`config.mk`:
```
export PLATFORM = sky130hd
export DESIGN_NAME = chol_ctrl
export DESIGN_NICKNAME = d
export VERILOG_FILES = /design/src/rtl/chol_pkg.sv /design/src/rtl/chol_ctrl.sv
export SDC_FILE = /design/constraint.sdc
export NUM_CORES = 1
export LEC_CHECK = 0
export BUFFER_PORTS_ARGS = -buffer_cell sky130_fd_sc_hd__buf_2
export CORE_MARGIN = 2
export CORE_UTILIZATION = 40
export CTS_BUF_LIST = sky130_fd_sc_hd__clkbuf_16
export CTS_CLUSTER_SIZE = 20
export DETAILED_ROUTE_END_ITERATION = 12
export GPL_ROUTABILITY_DRIVEN = 1
export HOLD_SLACK_MARGIN = 0.08
export PLACE_DENSITY_LB_ADDON = 0.08
export SLEW_MARGIN = 20
export SYNTH_ARGS = -nofsm -noshare
export SYNTH_HDL_FRONTEND = slang
export SYNTH_SLANG_ARGS = --single-unit
```
`constraint.sdc`:
```
create_clock -name clk_i -period 7 [get_ports clk_i]
set_input_delay 0.35 -clock clk_i [delete_from_list [all_inputs] [get_ports clk_i]]
set_output_delay 0.35 -clock clk_i [all_outputs]
set_load 0.1 [all_outputs]
```
`src/rtl/chol_pkg.sv`:
```
`timescale 1ns / 1ps
// ----------------------------------------------------------------------------
// Cholesky factor and triangular solve: shared definitions
// Result codes, input modes and the command and status records that pass
// between the sequencer and the datapath.
// ----------------------------------------------------------------------------
package chol_pkg;

  // Widest addresses of the stores, set by the largest supported order (8).
  localparam int ADDR_W = 6;
  localparam int VEC_W  = 3;
  // Loop counters and the order in use hold values up to eight.
  localparam int CNT_W  = 4;

  localparam logic [1:0] MODE_LOAD = 2'd0;
  localparam logic [1:0] MODE_FWD  = 2'd1;
  localparam logic [1:0] MODE_BWD  = 2'd2;

  localparam logic [1:0] KIND_FACTOR   = 2'd0;
  localparam logic [1:0] KIND_SOLUTION = 2'd1;
  localparam logic [1:0] KIND_ERROR    = 2'd2;

  localparam logic [1:0] ERR_NONE      = 2'd0;
  localparam logic [1:0] ERR_NOT_PD    = 2'd1;
  localparam logic [1:0] ERR_NO_FACTOR = 2'd2;

  typedef enum logic [1:0] {
    WSRC_INPUT = 2'd0,
    WSRC_DIV   = 2'd1,
    WSRC_SQRT  = 2'd2
  } wsrc_e;

  typedef enum logic [1:0] {
    VSEL_ZERO = 2'd0,
    VSEL_FAC  = 2'd1,
    VSEL_VEC  = 2'd2
  } vsel_e;

  typedef struct packed {
    logic [ADDR_W-1:0] mat_raddr;
    logic [ADDR_W-1:0] mat_waddr;
    logic              mat_we;
    logic [ADDR_W-1:0] fac_raddr;
    logic [ADDR_W-1:0] fac_waddr;
    logic              fac_we;
    wsrc_e             fac_wsrc;
    logic [VEC_W-1:0]  vec_raddr;
    logic [VEC_W-1:0]  vec_waddr;
    logic              vec_we;
    wsrc_e             vec_wsrc;
    logic              acc_load;
    logic              acc_from_vec;
    logic              acc_sub;
    logic              lat_a;
    logic              mul;
    logic              mul_from_vec;
    logic              div_start;
    logic              sqrt_start;
    logic              emit;
    logic [1:0]        kind;
    logic [2:0]        row;
    logic [2:0]        col;
    logic [1:0]        err;
    logic              last;
    vsel_e             vsel;
  } cmd_t;

  typedef struct packed {
    logic acc_nonpos;
    logic busy;
    logic out_free;
  } sts_t;

endpackage

```
`src/rtl/chol_ctrl.sv`:
```
`timescale 1ns / 1ps
// ----------------------------------------------------------------------------
// Cholesky sequencer
// Walks the factorization, the two solves and the result streams, and holds
// the order register and the factor-valid flag.
// ----------------------------------------------------------------------------
module chol_ctrl #(
  parameter int MAX_DIM = 8
) (
  input  logic           clk_i,
  input  logic           rst_ni,
  input  logic           in_valid_i,
  output logic           in_stall_o,
  input  logic [1:0]     mode_i,
  input  logic [2:0]     row_i,
  input  logic [2:0]     col_i,
  input  logic           last_i,
  input  logic           cfg_valid_i,
  output logic           cfg_ready_o,
  input  logic [3:0]     cfg_data_i,
  output chol_pkg::cmd_t cmd_o,
  input  chol_pkg::sts_t sts_i
);
  import chol_pkg::*;

  typedef enum logic [24:0] {
    ST_IDLE   = 25'd1 << 0,
    ST_F_ACC0 = 25'd1 << 1,
    ST_F_ACC1 = 25'd1 << 2,
    ST_F_RA   = 25'd1 << 3,
    ST_F_RB   = 25'd1 << 4,
    ST_F_MUL  = 25'd1 << 5,
    ST_F_SUB  = 25'd1 << 6,
    ST_F_PIV  = 25'd1 << 7,
    ST_F_DIV  = 25'd1 << 8,
    ST_F_DW   = 25'd1 << 9,
    ST_F_SQW  = 25'd1 << 10,
    ST_F_FAIL = 25'd1 << 11,
    ST_F_ERD  = 25'd1 << 12,
    ST_F_EOUT = 25'd1 << 13,
    ST_V_ACC0 = 25'd1 << 14,
    ST_V_ACC1 = 25'd1 << 15,
    ST_V_RD   = 25'd1 << 16,
    ST_V_MUL  = 25'd1 << 17,
    ST_V_SUB  = 25'd1 << 18,
    ST_V_PIV  = 25'd1 << 19,
    ST_V_DIV  = 25'd1 << 20,
    ST_V_DW   = 25'd1 << 21,
    ST_V_ERD  = 25'd1 << 22,
    ST_V_EOUT = 25'd1 << 23,
    ST_V_ERR  = 25'd1 << 24
  } state_e;

  state_e state_q, state_d;
  logic [CNT_W-1:0] i_q, i_d, j_q, j_d, k_q, k_d;
  logic [3:0] dim_q;
  logic       fvalid_q, fvalid_d;
  logic       bwd_q, bwd_d;
  logic [CNT_W-1:0] d, dm1, idx;
  logic       idle, accept;
  logic [2:0] rr, cc;

  function automatic logic [ADDR_W-1:0] maddr(input logic [CNT_W-1:0] r,
                                              input logic [CNT_W-1:0] c);
    return ADDR_W'(ADDR_W'(r) * ADDR_W'(MAX_DIM) + ADDR_W'(c));
  endfunction

  assign idle        = (state_q == ST_IDLE);
  assign in_stall_o  = !idle;
  assign cfg_ready_o = idle;
  assign accept      = in_valid_i && idle;

  always_comb begin
    if (dim_q < 4'd2) begin
      d = CNT_W'(2);
    end else if (dim_q > CNT_W'(MAX_DIM)) begin
      d = CNT_W'(MAX_DIM);
    end else begin
      d = dim_q;
    end
  end
  assign dm1 = d - CNT_W'(1);
  assign idx = bwd_q ? dm1 - i_q : i_q;

  // Matrix entries above the diagonal go to the mirror place.
  assign rr = (col_i > row_i) ? col_i : row_i;
  assign cc = (col_i > row_i) ? row_i : col_i;

  always_comb begin
    state_d  = state_q;
    i_d      = i_q;
    j_d      = j_q;
    k_d      = k_q;
    fvalid_d = fvalid_q;
    bwd_d    = bwd_q;
    cmd_o    = '0;
    cmd_o.fac_wsrc  = WSRC_DIV;
    cmd_o.vec_wsrc  = WSRC_DIV;
    cmd_o.vsel      = VSEL_ZERO;
    cmd_o.mat_raddr = maddr(i_q, j_q);
    cmd_o.mat_waddr = maddr({1'b0, rr}, {1'b0, cc});
    cmd_o.vec_waddr = VEC_W'(idx);
    cmd_o.vec_raddr = VEC_W'(idx);

    unique case (state_q)
      ST_IDLE: begin
        if (accept) begin
          if (mode_i == MODE_LOAD) begin
            cmd_o.mat_we = ({1'b0, rr} < CNT_W'(MAX_DIM));
            if (last_i) begin
              i_d     = '0;
              j_d     = '0;
              state_d = ST_F_ACC0;
            end
          end else if (mode_i == MODE_FWD || mode_i == MODE_BWD) begin
            cmd_o.vec_we    = ({1'b0, row_i} < CNT_W'(MAX_DIM));
            cmd_o.vec_waddr = VEC_W'(row_i);
            cmd_o.vec_wsrc  = WSRC_INPUT;
            if (last_i) begin
              i_d     = '0;
              bwd_d   = (mode_i == MODE_BWD);
              state_d = fvalid_q ? ST_V_ACC0 : ST_V_ERR;
            end
          end
        end
      end
      ST_F_ACC0: state_d = ST_F_ACC1;
      ST_F_ACC1: begin
        cmd_o.acc_load = 1'b1;
        k_d     = '0;
        state_d = (j_q != '0) ? ST_F_RA : ST_F_PIV;
      end
      ST_F_RA: begin
        cmd_o.fac_raddr = maddr(i_q, k_q);
        state_d = ST_F_RB;
      end
      ST_F_RB: begin
        cmd_o.fac_raddr = maddr(j_q, k_q);
        cmd_o.lat_a     = 1'b1;
        state_d = ST_F_MUL;
      end
      ST_F_MUL: begin
        cmd_o.fac_raddr = maddr(j_q, k_q);
        cmd_o.mul       = 1'b1;
        state_d = ST_F_SUB;
      end
      ST_F_SUB: begin
        cmd_o.acc_sub = 1'b1;
        k_d     = k_q + CNT_W'(1);
        state_d = (k_q + CNT_W'(1) < j_q) ? ST_F_RA : ST_F_PIV;
      end
      ST_F_PIV: begin
        cmd_o.fac_raddr = maddr(j_q, j_q);
        if (j_q < i_q) begin
          state_d = ST_F_DIV;
        end else if (sts_i.acc_nonpos) begin
          fvalid_d = 1'b0;
          state_d  = ST_F_FAIL;
        end else begin
          cmd_o.sqrt_start = 1'b1;
          state_d = ST_F_SQW;
        end
      end
      ST_F_DIV: begin
        cmd_o.fac_raddr = maddr(j_q, j_q);
        cmd_o.div_start = 1'b1;
        state_d = ST_F_DW;
      end
      ST_F_DW: begin
        if (!sts_i.busy) begin
          cmd_o.fac_we    = 1'b1;
          cmd_o.fac_waddr = maddr(i_q, j_q);
          j_d     = j_q + CNT_W'(1);
          state_d = ST_F_ACC0;
        end
      end
      ST_F_SQW: begin
        if (!sts_i.busy) begin
          cmd_o.fac_we    = 1'b1;
          cmd_o.fac_waddr = maddr(i_q, i_q);
          cmd_o.fac_wsrc  = WSRC_SQRT;
          j_d = '0;
          if (i_q == dm1) begin
            fvalid_d = 1'b1;
            i_d      = '0;
            state_d  = ST_F_ERD;
          end else begin
            i_d     = i_q + CNT_W'(1);
            state_d = ST_F_ACC0;
          end
        end
      end
      ST_F_FAIL: begin
        if (sts_i.out_free) begin
          cmd_o.emit = 1'b1;
          cmd_o.kind = KIND_ERROR;
          cmd_o.row  = i_q[2:0];
          cmd_o.err  = ERR_NOT_PD;
          cmd_o.last = 1'b1;
          state_d    = ST_IDLE;
        end
      end
      ST_F_ERD: begin
        cmd_o.fac_raddr = maddr(i_q, j_q);
        state_d = ST_F_EOUT;
      end
      ST_F_EOUT: begin
        cmd_o.fac_raddr = maddr(i_q, j_q);
        if (sts_i.out_free) begin
          cmd_o.emit = 1'b1;
          cmd_o.kind = KIND_FACTOR;
          cmd_o.row  = i_q[2:0];
          cmd_o.col  = j_q[2:0];
          cmd_o.err  = ERR_NONE;
          cmd_o.vsel = VSEL_FAC;
          cmd_o.last = (i_q == dm1) && (j_q == i_q);
          if (j_q == i_q) begin
            j_d     = '0;
            i_d     = i_q + CNT_W'(1);
            state_d = (i_q == dm1) ? ST_IDLE : ST_F_ERD;
          end else begin
            j_d     = j_q + CNT_W'(1);
            state_d = ST_F_ERD;
          end
        end
      end
      ST_V_ACC0: state_d = ST_V_ACC1;
      ST_V_ACC1: begin
        cmd_o.acc_load     = 1'b1;
        cmd_o.acc_from_vec = 1'b1;
        if (bwd_q) begin
          j_d     = idx + CNT_W'(1);
          state_d = (idx < dm1) ? ST_V_RD : ST_V_PIV;
        end else begin
          j_d     = '0;
          state_d = (idx != '0) ? ST_V_RD : ST_V_PIV;
        end
      end
      ST_V_RD, ST_V_MUL: begin
        cmd_o.fac_raddr = bwd_q ? maddr(j_q, idx) : maddr(idx, j_q);
        cmd_o.vec_raddr = VEC_W'(j_q);
        if (state_q == ST_V_RD) begin
          cmd_o.lat_a = 1'b0;
          state_d = ST_V_MUL;
        end else begin
          cmd_o.mul          = 1'b1;
          cmd_o.mul_from_vec = 1'b1;
          state_d = ST_V_SUB;
        end
      end
      ST_V_SUB: begin
        cmd_o.acc_sub = 1'b1;
        j_d = j_q + CNT_W'(1);
        if (bwd_q) begin
          state_d = (j_q < dm1) ? ST_V_RD : ST_V_PIV;
        end else begin
          state_d = (j_q + CNT_W'(1) < idx) ? ST_V_RD : ST_V_PIV;
        end
      end
      ST_V_PIV: begin
        cmd_o.fac_raddr = maddr(idx, idx);
        state_d = ST_V_DIV;
      end
      ST_V_DIV: begin
        cmd_o.fac_raddr = maddr(idx, idx);
        cmd_o.div_start = 1'b1;
        state_d = ST_V_DW;
      end
      ST_V_DW: begin
        if (!sts_i.busy) begin
          cmd_o.vec_we = 1'b1;
          if (i_q == dm1) begin
            i_d     = '0;
            bwd_d   = 1'b0;
            state_d = ST_V_ERD;
          end else begin
            i_d     = i_q + CNT_W'(1);
            state_d = ST_V_ACC0;
          end
        end
      end
      ST_V_ERD: state_d = ST_V_EOUT;
      ST_V_EOUT: begin
        if (sts_i.out_free) begin
          cmd_o.emit = 1'b1;
          cmd_o.kind = KIND_SOLUTION;
          cmd_o.row  = i_q[2:0];
          cmd_o.err  = ERR_NONE;
          cmd_o.vsel = VSEL_VEC;
          cmd_o.last = (i_q == dm1);
          i_d        = i_q + CNT_W'(1);
          state_d    = (i_q == dm1) ? ST_IDLE : ST_V_ERD;
        end
      end
      ST_V_ERR: begin
        if (sts_i.out_free) begin
          cmd_o.emit = 1'b1;
          cmd_o.kind = KIND_ERROR;
          cmd_o.err  = ERR_NO_FACTOR;
          cmd_o.last = 1'b1;
          state_d    = ST_IDLE;
        end
      end
      default: state_d = ST_IDLE;
    endcase

    // A new order makes the stored factor meaningless.
    if (cfg_valid_i && idle) begin
      fvalid_d = 1'b0;
    end
  end

  always_ff @(posedge clk_i or negedge rst_ni) begin
    if (!rst_ni) begin
      state_q  <= ST_IDLE;
      i_q      <= '0;
      j_q      <= '0;
      k_q      <= '0;
      fvalid_q <= 1'b0;
      bwd_q    <= 1'b0;
      dim_q    <= 4'd8;
    end else begin
      state_q  <= state_d;
      i_q      <= i_d;
      j_q      <= j_d;
      k_q      <= k_d;
      fvalid_q <= fvalid_d;
      bwd_q    <= bwd_d;
      if (cfg_valid_i && idle) begin
        dim_q <= cfg_data_i;
      end
    end
  end

endmodule

```
==> metrics.md, run 1 <==
| Metric | Value |
|---|---|
| Clk pwr share | 14.6% |
| Power density over cell area | 313 mW/mm² |
| Largest stage delay, worst path | 0.59 ns |
| Area growth, synth to finish | 13.6% |
| CP Capture Type | output pin |
| Gr usage total | 24.6% |
| Placed cells | 736 |
| Reg area | 0.00108 mm² |
| DPL Wire Length | 11.1 mm |
| Initial antenna violation count | 0 |
| Fin crit share | 65.4% |
| Total chip power | 1.57 mW |
| Cell variety after synth | 81 |
| Resized cells post-CTS | 0 |
| Vias post-DR | 4,377 |
| WS Path Type | reg2out |
| Max clock buf depth | 2 |
| Final min period | 4.58 ns |
| Clock latency on the worst-skew pair | 0.29 ns |
| Max Cap Viol | 0 |
| Mapped Cells | 539 |
| Routed vias/inst | 5.88 |
| Seq/Total Area, Yosys | 24.4% |
| Finished Layout Cells | 744 |
| Clk sinks | 43 |
| Area of the multi-input gates | 0.00310 mm² |
| Final setup viols | 0 |
| Global-route wire length before repair | 22.5 mm |
| RSZ-0062 raised after global routing | false |
| WL final | 14.3 mm |
| # Post-CTS Setup Buffers | 0 |
| Ant diodes | 0 |
| Post-synth ARST share | 100% |
| CTS tree | yes |
| Slew at the pin closest to its max-slew limit | 0.912 ns |
| Leak | 2.47 nW |
| Synth Warn # | 0 |
| Hold-fix buffers at CTS | 0 |
| Starting DRT DRC Count | 265 |
| Post-DR wirelength/cell | 19.2 µm |
| Top-level I/O count | 81 |
| Crit-path most repeated cell | ha_1 |
| Gpl congestion | 0.906 |
| Post-layout util | 46.4% |
| Clock transition at path regs | 0.07 ns |
| Largest net degree at the start of global routing | 44 |
| Rel. slew slack | 38.7% |
| Drt drc | 0 |
| Net Sw Frac | 57.1% |
| Site row count | 38 |
| Share of layout cells above drive strength 1 | 20.2% |
| Final hold vios | 0 |
| Final net count | 667 |
| H-tree depth reported by CTS | 2 |
| Flops & latches, synth | 43 |
| Hold Crit Class | in2async |
| Syn avg cell area | 8.21 µm² |
| Die area | 0.0119 mm² |
| Number of global-route vias before repair | 4,101 |
| Sw power | 0.898 mW |
| Internal | 0.673 mW |
| VDD IR-drop max | 0.000246 V |
| WP data required | 6.65 ns |
| Grt ovf | 0 |
| Worst hold slack | 0.0675 ns |
| Sequential share of power | 19.4% |
| Total Neg Setup Slack | 0 ns |
| Final Max Slew Viols | 0 |
| F_max | 218 MHz |
| Die Wd | 109 µm |
| Cell Chain, Critical Path | nor4_1 > nand4_1 > or3_1 > o21ai_0 > mux2_2 > ha_1 > ha_1 > xor2_1 > a222oi_1 > o211ai_1 > buf_2 |
| Chip Height | 109 µm |
| Mapped Area | 0.00443 mm² |
| Clock root buffer | clkbuf_16 |
| Core Area | 0.0108 mm² |
| Critical path launch point type | flip-flop |
| Initial cell density of the core | 40.8% |
| Slowest CP cell | nor4_1 |
| Crit-path max FO | 8 |
| Post-synth EDFFs | 0 |
| Main synth FF type | dfrtp_1 |
| TritonCTS buffer count | 5 |
| DR pass1 iterations | 5 |
| Worst Skew | 0.00706 ns |
| Fillers | 1,101 |
| Signal arrival time at the worst endpoint | 4.23 ns |
| Status | finished, final reports clean |
| I/O Buffers | 79 |
| Comb power frac | 66.1% |
| Detail Route Antenna Nets | 0 |
## state kept, by name, indices dropped and copies added (netlist names)
name	cells
bwd_q	1
dim_q	4
fvalid_q	1
i_q	4
j_q	4
k_q	4
state_q	25
## cell families (layout without fill, tap and decap cells)
kind of cell / after synthesis / in the layout / share of synthesized area [%]
and+or+nand+nor: 235 / 235 / 31.0
AOI/OAI and AO/OA: 125 / 125 / 19.1
buffers and inverters: 58 / 122 / 5.74
adders and majority gates: 44 / 44 / 12.6
DFF: 43 / 43 / 24.4
xor gates and xnor gates: 20 / 20 / 3.96
muxes: 12 / 12 / 3.11
other: 2 / 3 / 0.170
## per-stage QoR
step                      cell area (µm²)  worst slack, ns
after floorplan                      4430            0.761
after global placement               4880             2.79
after detailed placement             4880             2.72
after CTS                            5020             2.41
after global routing                 5030             2.15
final                                5030             2.42
## per-layer routing
| layer | global-route usage, % | routed length, µm | vias up |
|---|---|---|---|
| met3 | 4.48 | 860 | 19 |
| met4 | 5.79 | 262 | 0 |
| met2 | 39.2 | 6510 | 147 |
| met1 | 34.6 | 6650 | 2086 |
| li1 | - | - | 2125 |
| met5 | 0 | 0 | - |
## synthesized netlist by cell type (12+ instances only)
| master | number | area (µm²) |
|---|---|---|
| nand2_1 | 53 | 199 |
| ha_1 | 43 | 538 |
| dfrtp_1 | 41 | 1030 |
| nor2_1 | 40 | 150 |
| inv_1 | 30 | 113 |
| a21oi_1 | 27 | 135 |
| o21ai_0 | 25 | 125 |
| nand3_1 | 17 | 85.1 |
| nand4_1 | 16 | 100 |
| clkbuf_1 | 13 | 48.8 |
| nor3_1 | 13 | 65.1 |
| nand2b_1 | 12 | 75.1 |
| xnor2_1 | 12 | 105 |
## layout make-up
| type | instances | share of cell area (%) |
|---|---|---|
| inverters | 33 | 2.46 |
| clock inverters | 3 | 0.299 |
| well taps | 140 | 3.48 |
| clock buffers | 5 | 2.49 |
| multi-input cells | 439 | 61.6 |
| flip-flops and latches | 43 | 21.5 |
| repair buffers | 81 | 8.21 |
## critical path, delay by kind of cell, from the launching register on
kind            cells  cell delay [ns]
xor+xnor            1             0.14
compound gates      3             0.79
simple gates        3             1.52
flops               1             0.43
fa+ha+maj           2             0.36
mux                 1             0.38
buf+inv             1             0.31
## final timing paths
kind	from	endpoint	slack, ns	cells past startpoint
max	state_q[13]	cmd_o[45]	2.42	11
min	rst_ni	state_q[4]	0.07	1
max reg2reg	dim_q[1]	state_q[19]	3.27	13
min reg2reg	fvalid_q	state_q[24]	0.50	1
max in group asynchronous	rst_ni	state_q[1]	6.53	1
min in group clk_i	cfg_valid_i	fvalid_q	0.25	2
## layout by cell type (no fill, tap or decap), types with 12 or more instances in the layout
cell type,synthesis,layout
ha_1,43,43
inv_1,30,30
xnor2_1,12,12
nand4_1,16,16
nor2_1,40,40
nand2b_1,12,12
buf_2,5,78
nand2_1,53,53
dfrtp_1,41,41
nand3_1,17,17
a21oi_1,27,27
nor3_1,13,13
o21ai_0,25,25
## power groups by stage
stage | Combinational (mW) | Sequential, mW | Clock [mW]
floorplan | 0.834 | 0.299 | 0
global placement | 1.02 | 0.307 | 0
detailed placement | 1.03 | 0.309 | 0
CTS | 1.03 | 0.304 | 0.236
global route | 1.12 | 0.308 | 0.248
finish | 1.04 | 0.305 | 0.229
Power figures use the tool's default switching activity.
==> run 2: changes to the inputs <==
Clock period 7 ns to 4.44 ns, I/O delays scaled along.
==> run 2 against run 1 <==
First-iteration DRC count rose by 11%. Clock skew is 0.0011 ns higher. Global-route usage is 0.11 points higher. Worst hold slack better by 0.049 ns. Sequential power increased by 60%. Die area is the same. Largest power group unchanged. Highest routed layer unchanged.
==> metrics.md, run 2 (same netlist as run 1, synthesis figures left out) <==
| Metric | Value |
|---|---|
| Max Cap Viol | 0 (unchanged) |
| # Post-CTS Setup Buffers | 0 (unchanged) |
| Fin crit share | 93.7% |
| Placed cells | 746 (+1.4%) |
| TritonCTS buffer count | 5 (unchanged) |
| Leak | 2.54 nW (+2.5%) |
| CP Capture Type | output pin |
| Net Sw Frac | 57.1% (about the same) |
| Starting DRT DRC Count | 295 (+11%) |
| Die area | 0.0119 mm² (unchanged) |
| Clock latency on the worst-skew pair | 0.29 ns (about the same) |
| WS Path Type | reg2out |
| Top reg by flops | state_q |
| Clk pwr share | 14.5% (about the same) |
| Fillers | 1,086 (-1.4%) |
| F_max | 240 MHz |
| Commonest non-fill, non-tap cell in the layout | buf_2 |
| Final min period | 4.16 ns |
| WP data required | 4.22 ns (-2.43 ns) |
| Slew at the pin closest to its max-slew limit | 0.670 ns (-0.242 ns) |
| Largest stage delay, worst path | 0.47 ns (-0.12 ns) |
| RSZ-0062 raised after global routing | false |
| Rel. slew slack | 55.0% (+16 points) |
| Hold Crit Class | in2reg |
| Final net count | 678 (+1.6%) |
| Signal arrival time at the worst endpoint | 3.94 ns (-0.29 ns) |
| Top-level I/O count | 81 (unchanged) |
| Status | finished, final reports clean |
| Core Area | 0.0108 mm² (unchanged) |
| Vias post-DR | 4,388 (+0.25%) |
| Area growth, synth to finish | 16.0% |
| Sequential share of power | 19.6% (+0.2 points) |
| VDD IR-drop max | 0.000576 V (+130%) |
| Gr usage total | 24.7% (+0.11 points) |
| CTS tree | yes |
| Global-route wire length before repair | 22.5 mm (+0.43%) |
| Ant diodes | 0 (unchanged) |
| Grt ovf | 0 (unchanged) |
| Largest net degree at the start of global routing | 44 (unchanged) |
| Worst path bufs/invs | 1 (unchanged) |
| Comb power frac | 66.0% (about the same) |
| Share of layout cells above drive strength 1 | 22.6% (+2.4 points) |
| DPL Wire Length | 11.3 mm (+2.1%) |
| Detail Route Antenna Nets | 0 (unchanged) |
| Largest register FFs | 25 (unchanged) |
| Number of global-route vias before repair | 4,072 (-0.71%) |
| Total chip power | 2.49 mW (+58%) |
| H-tree depth reported by CTS | 2 (unchanged) |
| WL final | 14.5 mm (+1.7%) |
| Cell Chain, Critical Path | nor3_2 > nand2_1 > or3_1 > o21ai_0 > mux2_2 > ha_1 > ha_1 > xor2_1 > a222oi_1 > o211ai_1 > buf_2 |
| Internal | 1.07 mW (+58%) |
| Crit-path max FO | 8 (unchanged) |
| Family with the most delay on the worst path | simple AND/OR/NAND/NOR gates |
| Drt drc | 0 (unchanged) |
| Power density over cell area | 485 mW/mm² (+55%) |
| Gpl congestion | 0.911 (+0.60%) |
| Critical path launch point type | flip-flop |
| Finished Layout Cells | 754 (+1.3%) |
| Site row count | 38 (unchanged) |
| Max clock buf depth | 2 (unchanged) |
| Chip Height | 109 µm (unchanged) |
| Final hold vios | 0 (unchanged) |
| I/O Buffers | 79 (unchanged) |
| Worst Skew | 0.00816 ns (+0.00110 ns) |
| Final setup viols | 0 (unchanged) |
| Most frequent cells in the layout | 78 x buf_2, 53 x nand2_1, 43 x ha_1 |
| Final Max Slew Viols | 0 (unchanged) |
| Sw power | 1.42 mW (+58%) |
| Routed vias/inst | 5.82 (-1.1%) |
| Crit-path most repeated cell | ha_1 |
| Clk sinks | 43 (unchanged) |
| Clock transition at path regs | 0.06 ns (about the same) |
| Initial antenna violation count | 0 (unchanged) |
| Initial cell density of the core | 40.8% (unchanged) |
| Slowest CP cell | nor3_2 |
| DR pass1 iterations | 6 (+1) |
| Die Wd | 109 µm (unchanged) |
| Post-DR wirelength/cell | 19.3 µm (+0.32%) |
| Clock root buffer | clkbuf_16 |
run 2: power by group through the flow:
| stage | Clock [mW] | Sequential [mW] | Combinational, mW |
|---|---|---|---|
| 2_1_floorplan | 0 | 0.471 | 1.32 |
| 3_3_place_gp | 0 | 0.489 | 1.62 |
| 3_5_place_dp | 0 | 0.493 | 1.63 |
| 4_1_cts | 0.363 | 0.485 | 1.64 |
| 5_1_grt | 0.382 | 0.494 | 1.76 |
| 6_report | 0.360 | 0.487 | 1.64 |
run 2: final timing paths:
kind / from / end / slack (ns) / cells past startpoint
max: state_q[11] / cmd_o[45] / 0.28 / 11
min: cfg_valid_i / fvalid_q / 0.12 / 2
max reg2reg: dim_q[1] / state_q[19] / 0.75 / 13
min reg2reg: fvalid_q / state_q[24] / 0.51 / 1
max in group asynchronous: rst_ni / i_q[2] / 3.53 / 2
min in group asynchronous: rst_ni / state_q[4] / 0.48 / 2
run 2: stage by stage:
step | setup slack (ns) | util [%] | hold slack [ns] | setup TNS, ns | area [µm²]
finish | 0.280 | 47.4 | 0.116 | 0 | 5130
global route | 0.0399 | 47.4 | 0.139 | 0 | 5130
CTS | 0.295 | 47.2 | 0.115 | 0 | 5120
detailed placement | 0.605 | 46.0 | 0.416 | 0 | 4980
global placement | 0.709 | 46.0 | 0.417 | 0 | 4980
floorplan | -0.185 | - | -0.0736 | -0.185 | 4450
run 2: what timing repair did:
action	in CTS	in global routing
hold endpoints to repair	0	41
gates resized for setup	0	1
endpoints found under the setup margin	0	1
hold buffers	0	1
run 2: area by class of cell:
type | count | area [µm²] | area share, %
flip-flops and latches | 43 | 1080 | 21.0
well taps | 140 | 175 | 3.41
clock inverters | 2 | 8.76 | 0.171
multi-input cells | 439 | 3130 | 60.9
clock buffers | 5 | 125 | 2.44
inverters | 33 | 124 | 2.41
repair buffers | 92 | 498 | 9.70
run 2: metal layers:
metal / GRT usage, % / wire length [µm] / vias up
li1: - / - / 2124
met1: 36.0 / 6740 / 2114
met2: 38.8 / 6750 / 139
met3: 4.36 / 918 / 11
met4: 4.07 / 112 / 0
met5: 0 / 0 / -
